## src/sv/ray_triangle_closest_hit_defines.svh

```systemverilog
// Assertion macros for the ray/triangle closest-hit block.
// Included by the modules that carry concurrent checks; no other dependencies.
`ifndef RAY_TRIANGLE_CLOSEST_HIT_DEFINES_SVH
`define RAY_TRIANGLE_CLOSEST_HIT_DEFINES_SVH
`ifndef SYNTH
`define RTC_ASSERT(name, clk, rstn, expr) \
  name: assert property (@(posedge clk) disable iff (!rstn) (expr)) \
    else $error("rtc check failed");
`define RTC_ASSERT_IMP(name, clk, rstn, ante, cons) \
  name: assert property (@(posedge clk) disable iff (!rstn) (ante) |-> (cons)) \
    else $error("rtc check failed");
`define RTC_ASSERT_NEXT(name, clk, rstn, ante, cons) \
  name: assert property (@(posedge clk) disable iff (!rstn) (ante) |=> (cons)) \
    else $error("rtc check failed");
`else
`define RTC_ASSERT(name, clk, rstn, expr)
`define RTC_ASSERT_IMP(name, clk, rstn, ante, cons)
`define RTC_ASSERT_NEXT(name, clk, rstn, ante, cons)
`endif
`endif

```

## src/sv/rtc_pkg.sv

```systemverilog
// Shared types, constants and column tables for the ray/triangle tester.
// Used by rtc_ctrl, rtc_dp and ray_triangle_closest_hit; no dependencies.
package rtc_pkg;

  localparam int unsigned COORD_W   = 32;
  localparam int unsigned DIFF_W    = COORD_W + 1;
  localparam int unsigned MAG_W     = 32;
  localparam int unsigned ID_W      = 16;
  localparam int unsigned ID_WIDTH  = 16;
  localparam int unsigned FRAC_BITS = 16;
  localparam int unsigned BARY_BITS = 16;
  localparam int unsigned BARY_W    = 16;
  localparam int unsigned DIST_W    = 31;
  localparam logic [DIST_W-1:0] DIST_MAX = {DIST_W{1'b1}};
  localparam int unsigned CHUNK_W   = 16;
  localparam int unsigned MULA_W    = 2 * MAG_W;
  localparam int unsigned PP_W      = MULA_W + CHUNK_W;
  localparam int unsigned PROD_W    = 3 * MAG_W;
  localparam int unsigned DET_W     = PROD_W + 5;
  localparam int unsigned DMAG_W    = DET_W - 1;
  localparam int unsigned QBITS     = DIST_W;
  localparam int unsigned DIV_W     = DMAG_W + QBITS;
  localparam int unsigned CFG_IDX_W = 3;
  localparam int unsigned CFG_W     = 32;

  // configuration register indexes
  localparam logic [CFG_IDX_W-1:0] REG_ORG_X = 3'd0;
  localparam logic [CFG_IDX_W-1:0] REG_ORG_Y = 3'd1;
  localparam logic [CFG_IDX_W-1:0] REG_ORG_Z = 3'd2;
  localparam logic [CFG_IDX_W-1:0] REG_DIR_X = 3'd3;
  localparam logic [CFG_IDX_W-1:0] REG_DIR_Y = 3'd4;
  localparam logic [CFG_IDX_W-1:0] REG_DIR_Z = 3'd5;
  localparam logic [CFG_IDX_W-1:0] REG_MAXD  = 3'd6;

  localparam logic [COORD_W-1:0] DIR_Z_RST = 32'h0001_0000;

  // determinant selects
  localparam logic [1:0] DET_A = 2'd0;
  localparam logic [1:0] DET_B = 2'd1;
  localparam logic [1:0] DET_G = 2'd2;
  localparam logic [1:0] DET_T = 2'd3;

  // column vectors
  localparam logic [1:0] COL_AB = 2'd0;
  localparam logic [1:0] COL_AC = 2'd1;
  localparam logic [1:0] COL_AO = 2'd2;
  localparam logic [1:0] COL_D  = 2'd3;

  localparam logic [2:0] LAST_TERM = 3'd5;

  typedef struct packed {
    logic       load;
    logic       term_ld;
    logic       mul_step;
    logic       mul_chunk;
    logic       mul_next;
    logic       acc;
    logic [1:0] det_sel;
    logic [2:0] term_sel;
    logic       norm;
    logic       div_ld;
    logic [1:0] div_sel;
    logic       div_step;
    logic       keep_t;
    logic       keep_b;
    logic       keep_g;
    logic       result;
    logic       hit;
  } rtc_cmd_t;

  typedef struct packed {
    logic pass;
    logic tq_ok;
    logic out_free;
  } rtc_stat_t;

  // column k of the matrix for each determinant
  function automatic logic [1:0] det_col(input logic [1:0] det, input logic [1:0] k);
    logic [1:0] c;
    c = COL_D;
    case (det)
      DET_A:   c = (k == 2'd0) ? COL_AB : (k == 2'd1) ? COL_AC : COL_D;
      DET_B:   c = (k == 2'd0) ? COL_AO : (k == 2'd1) ? COL_AC : COL_D;
      DET_G:   c = (k == 2'd0) ? COL_AB : (k == 2'd1) ? COL_AO : COL_D;
      default: c = (k == 2'd0) ? COL_AB : (k == 2'd1) ? COL_AC : COL_AO;
    endcase
    return c;
  endfunction

  // which column feeds row pos of a term; terms 3..5 are subtracted
  function automatic logic [1:0] term_pick(input logic [2:0] term, input logic [1:0] pos);
    logic [1:0] k;
    k = 2'd0;
    case (term)
      3'd0:    k = (pos == 2'd0) ? 2'd0 : (pos == 2'd1) ? 2'd1 : 2'd2;
      3'd1:    k = (pos == 2'd0) ? 2'd1 : (pos == 2'd1) ? 2'd2 : 2'd0;
      3'd2:    k = (pos == 2'd0) ? 2'd2 : (pos == 2'd1) ? 2'd0 : 2'd1;
      3'd3:    k = (pos == 2'd0) ? 2'd2 : (pos == 2'd1) ? 2'd1 : 2'd0;
      3'd4:    k = (pos == 2'd0) ? 2'd1 : (pos == 2'd1) ? 2'd0 : 2'd2;
      default: k = (pos == 2'd0) ? 2'd0 : (pos == 2'd1) ? 2'd2 : 2'd1;
    endcase
    return k;
  endfunction

endpackage

```

## src/sv/rtc_ctrl.sv

```systemverilog
// Controller: sequences the 24 determinant terms, sign fixup, the three
// divisions and the result transfer. Uses rtc_pkg and the assertion macros.
`include "ray_triangle_closest_hit_defines.svh"
module rtc_ctrl (
  input  logic               clk_i,
  input  logic               rst_ni,
  input  logic               in_valid_i,
  output logic               in_stall_o,
  input  rtc_pkg::rtc_stat_t stat_i,
  output rtc_pkg::rtc_cmd_t  cmd_o
);

  localparam logic [3:0] S_IDLE   = 4'd0;
  localparam logic [3:0] S_TERM   = 4'd1;
  localparam logic [3:0] S_MUL    = 4'd2;
  localparam logic [3:0] S_ACC    = 4'd3;
  localparam logic [3:0] S_NORM   = 4'd4;
  localparam logic [3:0] S_CHECK  = 4'd5;
  localparam logic [3:0] S_DIV    = 4'd6;
  localparam logic [3:0] S_DIVEND = 4'd7;
  localparam logic [3:0] S_DONE   = 4'd8;

  localparam logic [4:0] MUL_NEXT = 5'd2;
  localparam logic [4:0] MUL_LAST = 5'd4;
  localparam logic [4:0] DIV_LAST = 5'(rtc_pkg::QBITS - 1);

  logic [3:0] state_q, state_d;
  logic [4:0] cnt_q, cnt_d;
  logic [1:0] det_q, det_d;
  logic [2:0] term_q, term_d;
  logic [1:0] dsel_q, dsel_d;
  logic       hit_q, hit_d;

  assign in_stall_o = (state_q != S_IDLE);

  always_comb begin
    state_d = state_q;
    cnt_d   = cnt_q;
    det_d   = det_q;
    term_d  = term_q;
    dsel_d  = dsel_q;
    hit_d   = hit_q;
    cmd_o   = '0;
    cmd_o.det_sel  = det_q;
    cmd_o.term_sel = term_q;
    cmd_o.div_sel  = dsel_q;
    cmd_o.hit      = hit_q;
    case (state_q)
      S_IDLE: begin
        if (in_valid_i) begin
          cmd_o.load = 1'b1;
          det_d   = rtc_pkg::DET_A;
          term_d  = '0;
          state_d = S_TERM;
        end
      end
      S_TERM: begin
        cmd_o.term_ld = 1'b1;
        cnt_d   = '0;
        state_d = S_MUL;
      end
      S_MUL: begin
        if (cnt_q == MUL_NEXT) cmd_o.mul_next = 1'b1;
        else cmd_o.mul_step = 1'b1;
        cmd_o.mul_chunk = (cnt_q == 5'd1) || (cnt_q == MUL_LAST);
        cnt_d   = cnt_q + 5'd1;
        if (cnt_q == MUL_LAST) state_d = S_ACC;
      end
      S_ACC: begin
        cmd_o.acc = 1'b1;
        state_d   = S_TERM;
        if (term_q == rtc_pkg::LAST_TERM) begin
          term_d = '0;
          if (det_q == rtc_pkg::DET_T) state_d = S_NORM;
          else det_d = det_q + 2'd1;
        end else begin
          term_d = term_q + 3'd1;
        end
      end
      S_NORM: begin
        cmd_o.norm = 1'b1;
        state_d    = S_CHECK;
      end
      S_CHECK: begin
        if (stat_i.pass) begin
          cmd_o.div_ld  = 1'b1;
          cmd_o.div_sel = rtc_pkg::DET_T;
          dsel_d  = rtc_pkg::DET_T;
          cnt_d   = '0;
          state_d = S_DIV;
        end else begin
          hit_d   = 1'b0;
          state_d = S_DONE;
        end
      end
      S_DIV: begin
        cmd_o.div_step = 1'b1;
        cnt_d = cnt_q + 5'd1;
        if (cnt_q == DIV_LAST) state_d = S_DIVEND;
      end
      S_DIVEND: begin
        cnt_d = '0;
        case (dsel_q)
          rtc_pkg::DET_T: begin
            cmd_o.keep_t = 1'b1;
            if (stat_i.tq_ok) begin
              cmd_o.div_ld  = 1'b1;
              cmd_o.div_sel = rtc_pkg::DET_B;
              dsel_d  = rtc_pkg::DET_B;
              state_d = S_DIV;
            end else begin
              hit_d   = 1'b0;
              state_d = S_DONE;
            end
          end
          rtc_pkg::DET_B: begin
            cmd_o.keep_b  = 1'b1;
            cmd_o.div_ld  = 1'b1;
            cmd_o.div_sel = rtc_pkg::DET_G;
            dsel_d  = rtc_pkg::DET_G;
            state_d = S_DIV;
          end
          default: begin
            cmd_o.keep_g = 1'b1;
            hit_d   = 1'b1;
            state_d = S_DONE;
          end
        endcase
      end
      S_DONE: begin
        if (stat_i.out_free) begin
          cmd_o.result = 1'b1;
          state_d      = S_IDLE;
        end
      end
      default: state_d = S_IDLE;
    endcase
  end

  always_ff @(posedge clk_i or negedge rst_ni) begin
    if (!rst_ni) begin
      state_q <= S_IDLE;
      cnt_q   <= '0;
      det_q   <= rtc_pkg::DET_A;
      term_q  <= '0;
      dsel_q  <= rtc_pkg::DET_T;
      hit_q   <= 1'b0;
    end else begin
      state_q <= state_d;
      cnt_q   <= cnt_d;
      det_q   <= det_d;
      term_q  <= term_d;
      dsel_q  <= dsel_d;
      hit_q   <= hit_d;
    end
  end

  `RTC_ASSERT_NEXT(a_accept_starts, clk_i, rst_ni, in_valid_i && !in_stall_o, state_q == S_TERM)
  `RTC_ASSERT_IMP(a_result_free, clk_i, rst_ni, cmd_o.result, stat_i.out_free)
  `RTC_ASSERT_IMP(a_div_count, clk_i, rst_ni, state_q == S_DIV, cnt_q <= DIV_LAST)
  `RTC_ASSERT_IMP(a_mul_count, clk_i, rst_ni, state_q == S_MUL, cnt_q <= MUL_LAST)

endmodule

```

## config.mk

```make
export PLATFORM = sky130hd
export DESIGN_NAME = rtc_ctrl
export DESIGN_NICKNAME = d
export VERILOG_FILES = /design/src/sv/rtc_pkg.sv /design/src/sv/rtc_ctrl.sv
export VERILOG_INCLUDE_DIRS = /design/src /design/src/sv
export SDC_FILE = /design/constraint.sdc
export NUM_CORES = 1
export LEC_CHECK = 0
export BUFFER_PORTS_ARGS = -buffer_cell sky130_fd_sc_hd__buf_2
export CORE_AREA = 2 2 64 51
export DETAILED_ROUTE_END_ITERATION = 7
export DIE_AREA = 0 0 66 53
export PLACE_DENSITY = 0.67
export REMOVE_ABC_BUFFERS = 1
export SETUP_SLACK_MARGIN = 0.1
export SYNTH_ARGS = -nofsm -noshare
export SYNTH_HDL_FRONTEND = slang
export SYNTH_SLANG_ARGS = --single-unit
export TNS_END_PERCENT = 5
```

## constraint.sdc

```tcl
create_clock -name clk_i -period 4.4 [get_ports clk_i]
set_clock_uncertainty 0.1 [all_clocks]
set_input_delay 0.44 -clock clk_i [delete_from_list [all_inputs] [get_ports clk_i]]
set_output_delay 0.44 -clock clk_i [all_outputs]
set_load 0.05 [all_outputs]
```

==> summary.txt, run 1 <==
Setup path
  • R2R depth: 3
  • Critical path class: reg -> out
  • RR Endpoint: cnt_q[2]
  • RR Startpoint: state_q[1]
  • Crit. End Element: output pin
  • Critical Path Source: state_q[1]
  • Critical Path Stages: 4
  • Critical Path End: cmd_o[3]
  • Nature of the critical path startpoint: flop
  • Worst-path cell chain: and2_1 > nand2_1 > nor3b_1 > buf_2
  • Flop2flop setup slack: 2.59 ns
  • Slowest Stage Delay on Critical Path: around 0.55 ns
  • CP top delay family: simple AND/OR/NAND/NOR gates
  • Worst-path cell with the longest stage delay: dfrtp_1
  • Req. time, crit path: between 3 and 4 ns
  • Crit path max fanout: 12
  • CP Data Arrival Time: 1.71 ns
  • Bufs and invs on worst path: 1

Drt
  • Routed Antenna Nets: 0
  • Total number of vias: 992
  • Drt total wl: 2.57 mm
  • DRC: 0
  • Starting DRT DRC Count: 67
  • Routed wire length per instance: 14.4 um
  • Initial DRT Pass Iterations: 4
  • DR vias/cell: between 5 and 6

Outcome
  • Failing checks: negative hold slack
  • Status: finished, violations left

Synthesis
  • Post-synth EDFFs: 0
  • Syn Area/Cell: 9.58 um^2
  • Synth area leader: dfrtp_1
  • Mapped Cells: ~110
  • Post-synthesis sequential area ratio: 39.5%
  • Prevailing post-synth register cell: dfrtp_1
  • Area contributors post-synth: dfrtp_1, ha_1, dfstp_2
  • Netlist Area Pre-Place: 1080 um^2
  • Distinct cell type count after synthesis: 45
  • Synthesized flop and latch total: 17
  • Ys async rst share: 100%
  • Yosys top cell area share: 34.7%
  • Yosys warns: 0

Clock tree
  • Clk slew on worst S/H paths: 0.07 ns
  • Root buf cell: clkbuf_8
  • Depth of the CTS H-tree: 1
  • Deepest clock path buffer count: 2
  • CTS Sinks: 17
  • PostCTS Resize Cnt: 0
  • CTS tree: yes
  • Post-cts hold buffer count: 0
  • Num CTS Buffers: 3
  • Post CTS Setup Buffer Count: 0
  • Worst skew pair latency: 0.25 ns

Timing
  • Setup TNS: 0 ns
  • Setup repair after global routing missed its margin: false
  • Final critical-path required period: ~2.2 ns
  • Worst-Margin Slew: 0.414 ns
  • Fin worst setup slack: 2.15 ns
  • Final Hold Vio Count: 1
  • Final period util: between 50% and 60%
  • Final setup violation count: 0
  • F_max: 445 MHz
  • Slew margin rel.: between 70 and 80%
  • Final count of pins violating max slew: 0
  • Hold slack: -0.000135 ns

Die
  • Rows: 17
  • Core Region: 2850 um^2
  • Initial Utilization: between 30% and 40%
  • DIE AREA: around 3500 um^2
  • Io pins: 28
  • Die width: 66 um
  • Die H: approximately 53 um

GRT
  • Largest net degree at the start of global routing: 18
  • Initial antenna violation count: 0
  • Vias in the first global route: 933
  • GR Util All Layers: 16.1%
  • M1 GR Usage: 21.3%
  • Grt met3 use: 4.47%
  • Most crowded layer after global routing: met2
  • Global-route wire length before repair: 4.24 mm
  • GR Overflow Total: 0
  • Routing usage on met2: between 20% and 30%

Place
  • I/O Buffers: 27
  • Placed Area: about 1200 um^2
  • GPL Wtd Cong: approximately 0.89
  • Placed Cells incl. Taps: 174
  • Place WS: 2.44 ns
  • DPL Wire Length: 1.94 mm

Min path
  • Class of the worst hold path: in -> async

Job
  • Max Cap Viol: 0

Pwr
  • P per Cell Area: 628 nW/um^2
  • LEAKAGE: roughly 0.62 nW
  • Worst-case vdd ir drop: 0.000481 V
  • Total Power: 806 uW

Finish
  • Post-route insts no fill: 178
  • Syn-to-layout area delta: 18.6%
  • Layout Utilization: a little under half
  • Design area: 1280 um^2
  • Share of cells above drive strength 1: 33.6%
  • # diodes: 0
  • Final nets: 152
## layout make-up
type                            instances  area (um^2)
Timing Repair Buffer                   27          135
Inverter                                5         20.0
Multi-Input combinational cell         87          608
Tap cell                               38         47.5
Clock buffer                            4         45.0
Fill cell                             288         1570
Sequential cell                        17          428
## synth_stat cells (all sizes together) (2+ instances only)
cell type / count
dfrtp: 15
nor2: 14
nand2: 9
nand3: 7
a21oi: 5
ha: 5
o21ai: 5
a22o: 4
inv: 4
a32o: 3
and3: 3
buf: 3
nor2b: 3
a221o: 2
dfstp: 2
mux2: 2
nand3b: 2
nor3: 2
o22ai: 2
or2b: 2
xnor2: 2
## power by group
| part | internal (mW) | switching, mW | total (mW) | leakage, nW |
|---|---|---|---|---|
| sequential | 0.196 | 0.0641 | 0.260 | 0.223 |
| combinational | 0.127 | 0.301 | 0.428 | 0.380 |
| clock | 0.0643 | 0.0536 | 0.118 | 0.0228 |
| total | 0.387 | 0.419 | 0.806 | 0.625 |
## flip-flops by register name (all words and copies together) (netlist names)
register / flops
hit_q: 1
dsel_q: 2
det_q: 2
term_q: 3
state_q: 4
cnt_q: 5
## metal layers
layer / share of wire (%) / vias to the layer above
met4: 1.1 / 0
met1: 45 / 479
met5: 0 / -
met2: 46 / 36
li1: - / 470
met3: 7.1 / 7
## cell usage in the layout (no fill, tap or decap), types with 3 or more instances in the layout
cell | netlist | layout
a32o_1 | 3 | 3
a21oi_1 | 5 | 5
ha_1 | 5 | 5
inv_1 | 3 | 3
clkbuf_8 | 0 | 3
dfrtp_1 | 15 | 15
nor2_1 | 11 | 11
o21ai_0 | 5 | 5
nor2b_1 | 3 | 3
nand2_1 | 8 | 8
nand3_1 | 7 | 7
buf_2 | 0 | 27
a22o_2 | 3 | 3
and3_1 | 3 | 3
## how the worst min path moves through the flow
stage / start / to / slack, ns / cells after the start
finish: rst_ni / state_q[3] / -0.0001 / 1
global placement: rst_ni / cnt_q[0] / 0.29 / 1
CTS: rst_ni / cnt_q[2] / 0.01 / 1
detailed placement: rst_ni / cnt_q[0] / 0.29 / 1
global route: rst_ni / cnt_q[0] / 0.03 / 1
floorplan: rst_ni / cnt_q[0] / 0.04 / 0
## kinds of logic (layout without fill, tap and decap cells)
| kind of cell | after synthesis | count (layout) | synth area share (%) |
|---|---|---|---|
| muxes | 3 | 3 | 3.35 |
| buffers and inverters | 9 | 36 | 4.28 |
| and+or+nand+nor | 51 | 51 | 27.1 |
| xor gates and xnor gates | 2 | 2 | 1.62 |
| DFF | 17 | 17 | 39.5 |
| adders and majority gates | 5 | 5 | 5.78 |
| AOI/OAI and AO/OA | 26 | 26 | 18.4 |
Power figures use the tool's default switching activity.
==> run 2: changes to the inputs <==
--- a/config.mk
+++ b/config.mk
@@ -6,10 +6,11 @@
 export SDC_FILE = /design/constraint.sdc
 export NUM_CORES = 1
 export LEC_CHECK = 0
+export ABC_AREA = 1
 export BUFFER_PORTS_ARGS = -buffer_cell sky130_fd_sc_hd__buf_2
-export CORE_AREA = 2 2 64 51
+export CORE_AREA = 2 2 66 52
 export DETAILED_ROUTE_END_ITERATION = 7
-export DIE_AREA = 0 0 66 53
+export DIE_AREA = 0 0 68 54
 export PLACE_DENSITY = 0.67
 export REMOVE_ABC_BUFFERS = 1
 export SETUP_SLACK_MARGIN = 0.1
==> constraint.sdc (replaced) <==
create_clock -name clk_i -period 2.1 [get_ports clk_i]
set_clock_uncertainty 0.1 [all_clocks]
set_input_delay 0.21 -clock clk_i [delete_from_list [all_inputs] [get_ports clk_i]]
set_output_delay 0.21 -clock clk_i [all_outputs]
set_load 0.05 [all_outputs]
==> run 2 against run 1 <==
Compared with the run above: the flow now finishes without violations; cell count rose by 31%; first-iteration DRC count rose by 13%; sequential cell count did not move; power rose to 2.8 times the previous value; combinational power rose to 3.2 times the previous value; sequential share of layout area fell by 2.8 points; non-clock buffer count rose by 1; worst setup slack got worse by 1.9 ns; register-to-register slack got worse by 2.0 ns; largest cell class unchanged; clock-buffer cell count did not move; core utilization rose by 0.25 points; critical path depth rose by 3.
==> summary.txt, run 2 <==
Outcome
  • Status: finished, final reports clean

Clock tree
  • CTS Sinks: 17 (unchanged)
  • CTS tree: yes
  • Clk slew on worst S/H paths: 0.07 ns (about the same)
  • Num CTS Buffers: 3 (unchanged)
  • Worst skew pair latency: 0.25 ns (about the same)
  • Root buf cell: clkbuf_8
  • Deepest clock path buffer count: 2 (unchanged)
  • Post CTS Setup Buffer Count: 0 (unchanged)
  • Depth of the CTS H-tree: 1 (unchanged)

Die
  • Io pins: 28 (unchanged)
  • Die width: 68 um (+3.0%)
  • Die H: 54 um (+1.9%)
  • Rows: 18 (+1)
  • Initial Utilization: 37.3% (-0.69 points)
  • Core Region: 3110 um^2 (+9.0%)
  • DIE AREA: 3670 um^2 (+5.0%)

Pwr
  • Internal Power: 940 uW (+140%)
  • Worst-case vdd ir drop: 0.000610 V (+27%)
  • Total Power: 2.24 mW (+180%)
  • Logic pwr share: 62.0% (+8.9 points)
  • P per Cell Area: 1590 nW/um^2 (+150%)
  • Reg power frac: 26.8% (-5.5 points)
  • Net Sw Frac: 57.9% (+6.0 points)
  • Clock share of power: 11.2% (-3.4 points)
  • LEAKAGE: 0.786 nW (+26%)
  • Net Switching: 1.30 mW (+210%)

Setup path
  • RR Startpoint: state_q[0]
  • CP Data Arrival Time: 1.58 ns (-0.13 ns)
  • Req. time, crit path: 1.79 ns (-2.07 ns)
  • CP top delay family: flip-flops
  • Worst-path cell chain: inv_2 > nand2_2 > inv_2 > nand2_4 > or2_1 > nand2_2 > clkbuf_4
  • Flop2flop setup slack: 0.59 ns (-2.00 ns)
  • Worst-path cell with the longest stage delay: dfrtp_2
  • Crit. End Element: output pin
  • Critical Path End: cmd_o[8]
  • Critical Path Stages: 7 (+3)
  • Bufs and invs on worst path: 3 (+2)
  • Nature of the critical path startpoint: flop
  • R2R depth: 6 (+3)
  • Crit path max fanout: 6 (-6)
  • Slowest Stage Delay on Critical Path: 0.45 ns (-0.10 ns)
  • RR Endpoint: cnt_q[2]
  • Critical path class: reg -> out
  • Critical Path Source: state_q[3]

Synthesis
  • Synth area leader: dfrtp_1
  • Post-synth top cells: nand2_1, inv_1, nand3_1
  • Count leader, synth: nand2_1
  • Synthesized flop and latch total: 17 (unchanged)
  • Distinct cell type count after synthesis: 27 (-40%)
  • Ys async rst share: 100% (unchanged)
  • Post-synth EDFFs: 0 (unchanged)
  • Netlist Area Pre-Place: 1160 um^2 (+7.1%)
  • Yosys warns: 0 (unchanged)
  • Yosys top cell area share: 32.4% (-2.3 points)
  • Syn Area/Cell: 7.15 um^2 (-25%)
  • Mapped Cells: 162 (+43%)
  • Post-synthesis sequential area ratio: 36.9% (-2.6 points)
  • Prevailing post-synth register cell: dfrtp_1
  • Area contributors post-synth: dfrtp_1, nand2_1, nand3_1

Finish
  • # diodes: 0 (unchanged)
  • Design area: 1410 um^2 (+9.6%)
  • Most common cell after layout, fill and taps aside: nand2_1
  • Most flops, register: cnt_q
  • Largest regs: cnt_q (5), state_q (4), term_q (3)
  • Most frequent cells in the layout: nand2_1, buf_2, inv_1
  • # fillers: 326 (+13%)
  • Final nets: 205 (+35%)
  • Share of cells above drive strength 1: 26.4% (-7.1 points)
  • Max reg flops: 5 (unchanged)
  • Syn-to-layout area delta: 21.5%

GRT
  • Initial antenna violation count: 0 (unchanged)
  • GR Util All Layers: 15.4% (-0.77 points)
  • Global-route wire length before repair: 4.17 mm (-1.5%)
  • Largest net degree at the start of global routing: 18 (unchanged)
  • Vias in the first global route: 966 (+3.5%)
  • GR Overflow Total: 0 (unchanged)

Timing
  • Hold slack: 0.176 ns (+0.176 ns)
  • Setup repair after global routing missed its margin: true
  • Final critical-path required period: 1.89 ns
  • Final period util: 89.9%
  • Setup TNS: 0 ns (unchanged)
  • Slew margin rel.: 73.8% (+1.6 points)
  • Final count of pins violating max slew: 0 (unchanged)
  • Fin worst setup slack: 0.212 ns (-1.94 ns)
  • Final setup violation count: 0 (unchanged)
  • Final Hold Vio Count: 0 (-1)
  • F_max: 530 MHz
  • Worst-Margin Slew: 0.392 ns (-0.0220 ns)

Drt
  • Total number of vias: 1119 (+13%)
  • DRC: 0 (unchanged)
  • Routed Antenna Nets: 0 (unchanged)
  • Drt total wl: 2.54 mm (-0.93%)
  • Routed wire length per instance: 10.9 um (-24%)
  • Initial DRT Pass Iterations: 5 (+1)
  • Starting DRT DRC Count: 76 (+13%)
  • DR vias/cell: 4.80 (-14%)

Place
  • DPL Wire Length: 2.03 mm (+4.6%)
  • Place WS: 0.435 ns (-2.01 ns)
  • I/O Buffers: 27 (unchanged)
  • Placed Area: 1340 um^2 (+7.9%)
  • GPL Wtd Cong: 0.767 (-13%)

Min path
  • Class of the worst hold path: in -> reg
  • Hold path depth: 3

Job
  • Max Cap Viol: 0 (unchanged)
-- run 2: changes by cell type in the layout (fill, tap and decap cells not counted), sizes merged, moves of 4 or more --
cell   previous run  this run
a22o              4         0
inv               4        24
nand2             9        48
nand3             7        19
nand4             1         6
nor2             14        18
o21ai             5         9
-- run 2: kinds of logic after synthesis --
| kind of cell | count (synthesis) | synth area share [%] |
|---|---|---|
| compound gates | 17 | 8.21 |
| xor+xnor | 1 | 0.756 |
| fa+ha+maj | 5 | 5.40 |
| buf+inv | 26 | 9.18 |
| flops | 17 | 36.9 |
| simple gates | 96 | 39.5 |
-- run 2: layer usage --
metal	vias to the layer above	part of all wire [%]	wire length [um]	global-route usage [%]
met2	25	43	1100	23.5
li1	587	-	-	-
met4	0	0.31	8	2.00
met1	505	52	1320	21.7
met5	-	0	0	0
met3	2	4.7	120	5.02
-- run 2: power groups by stage --
stage	clock network, mW	logic (mW)	registers [mW]
finish	0.251	1.39	0.599
global route	0.273	1.53	0.621
CTS	0.257	1.38	0.597
detailed placement	0	1.38	0.601
global placement	0	1.36	0.597
floorplan	0	0.940	0.733
-- run 2: what timing repair did --
item                       in CTS  in global routing
resized for setup               0                  6
hold endpoints to repair       15                  0
hold buffers                    1                  0
setup endpoints to repair       0                  6
-- run 2: worst register-to-register path, stage by stage, from the launching register on --
cell,delay [ns]
dfrtp_1,0.45
inv_1,0.15
nand2_2,0.09
nor2_2,0.28
nor2_2,0.11
nand2_1,0.15
o21ai_1,0.08
-- run 2: cell type report --
class                      instances  area [um^2]  share of cell area, %
clock buffer                       4         45.0                   3.20
inverter                          25         98.8                   7.02
multi-input combinational        119          632                   44.9
sequential                        17          429                   30.5
tap                               40         50.0                   3.56
timing repair buffer              28          153                   10.8
-- run 2: stage by stage --
stage,util (%),std cells
5_1_grt,45.3,233
2_1_floorplan,-,161
4_1_cts,44.8,233
6_report,45.3,233
3_3_place_gp,43.0,228
3_5_place_dp,43.0,228
-- run 2: worst min path at each step --
| stage | start | end |
|---|---|---|
| after floorplan | rst_ni | cnt_q[0] |
| after global placement | rst_ni | cnt_q[2] |
| after detailed placement | rst_ni | cnt_q[2] |
| after CTS | stat_i[2] | dsel_q[0] |
| after global routing | stat_i[2] | dsel_q[0] |
| final | stat_i[2] | dsel_q[0] |
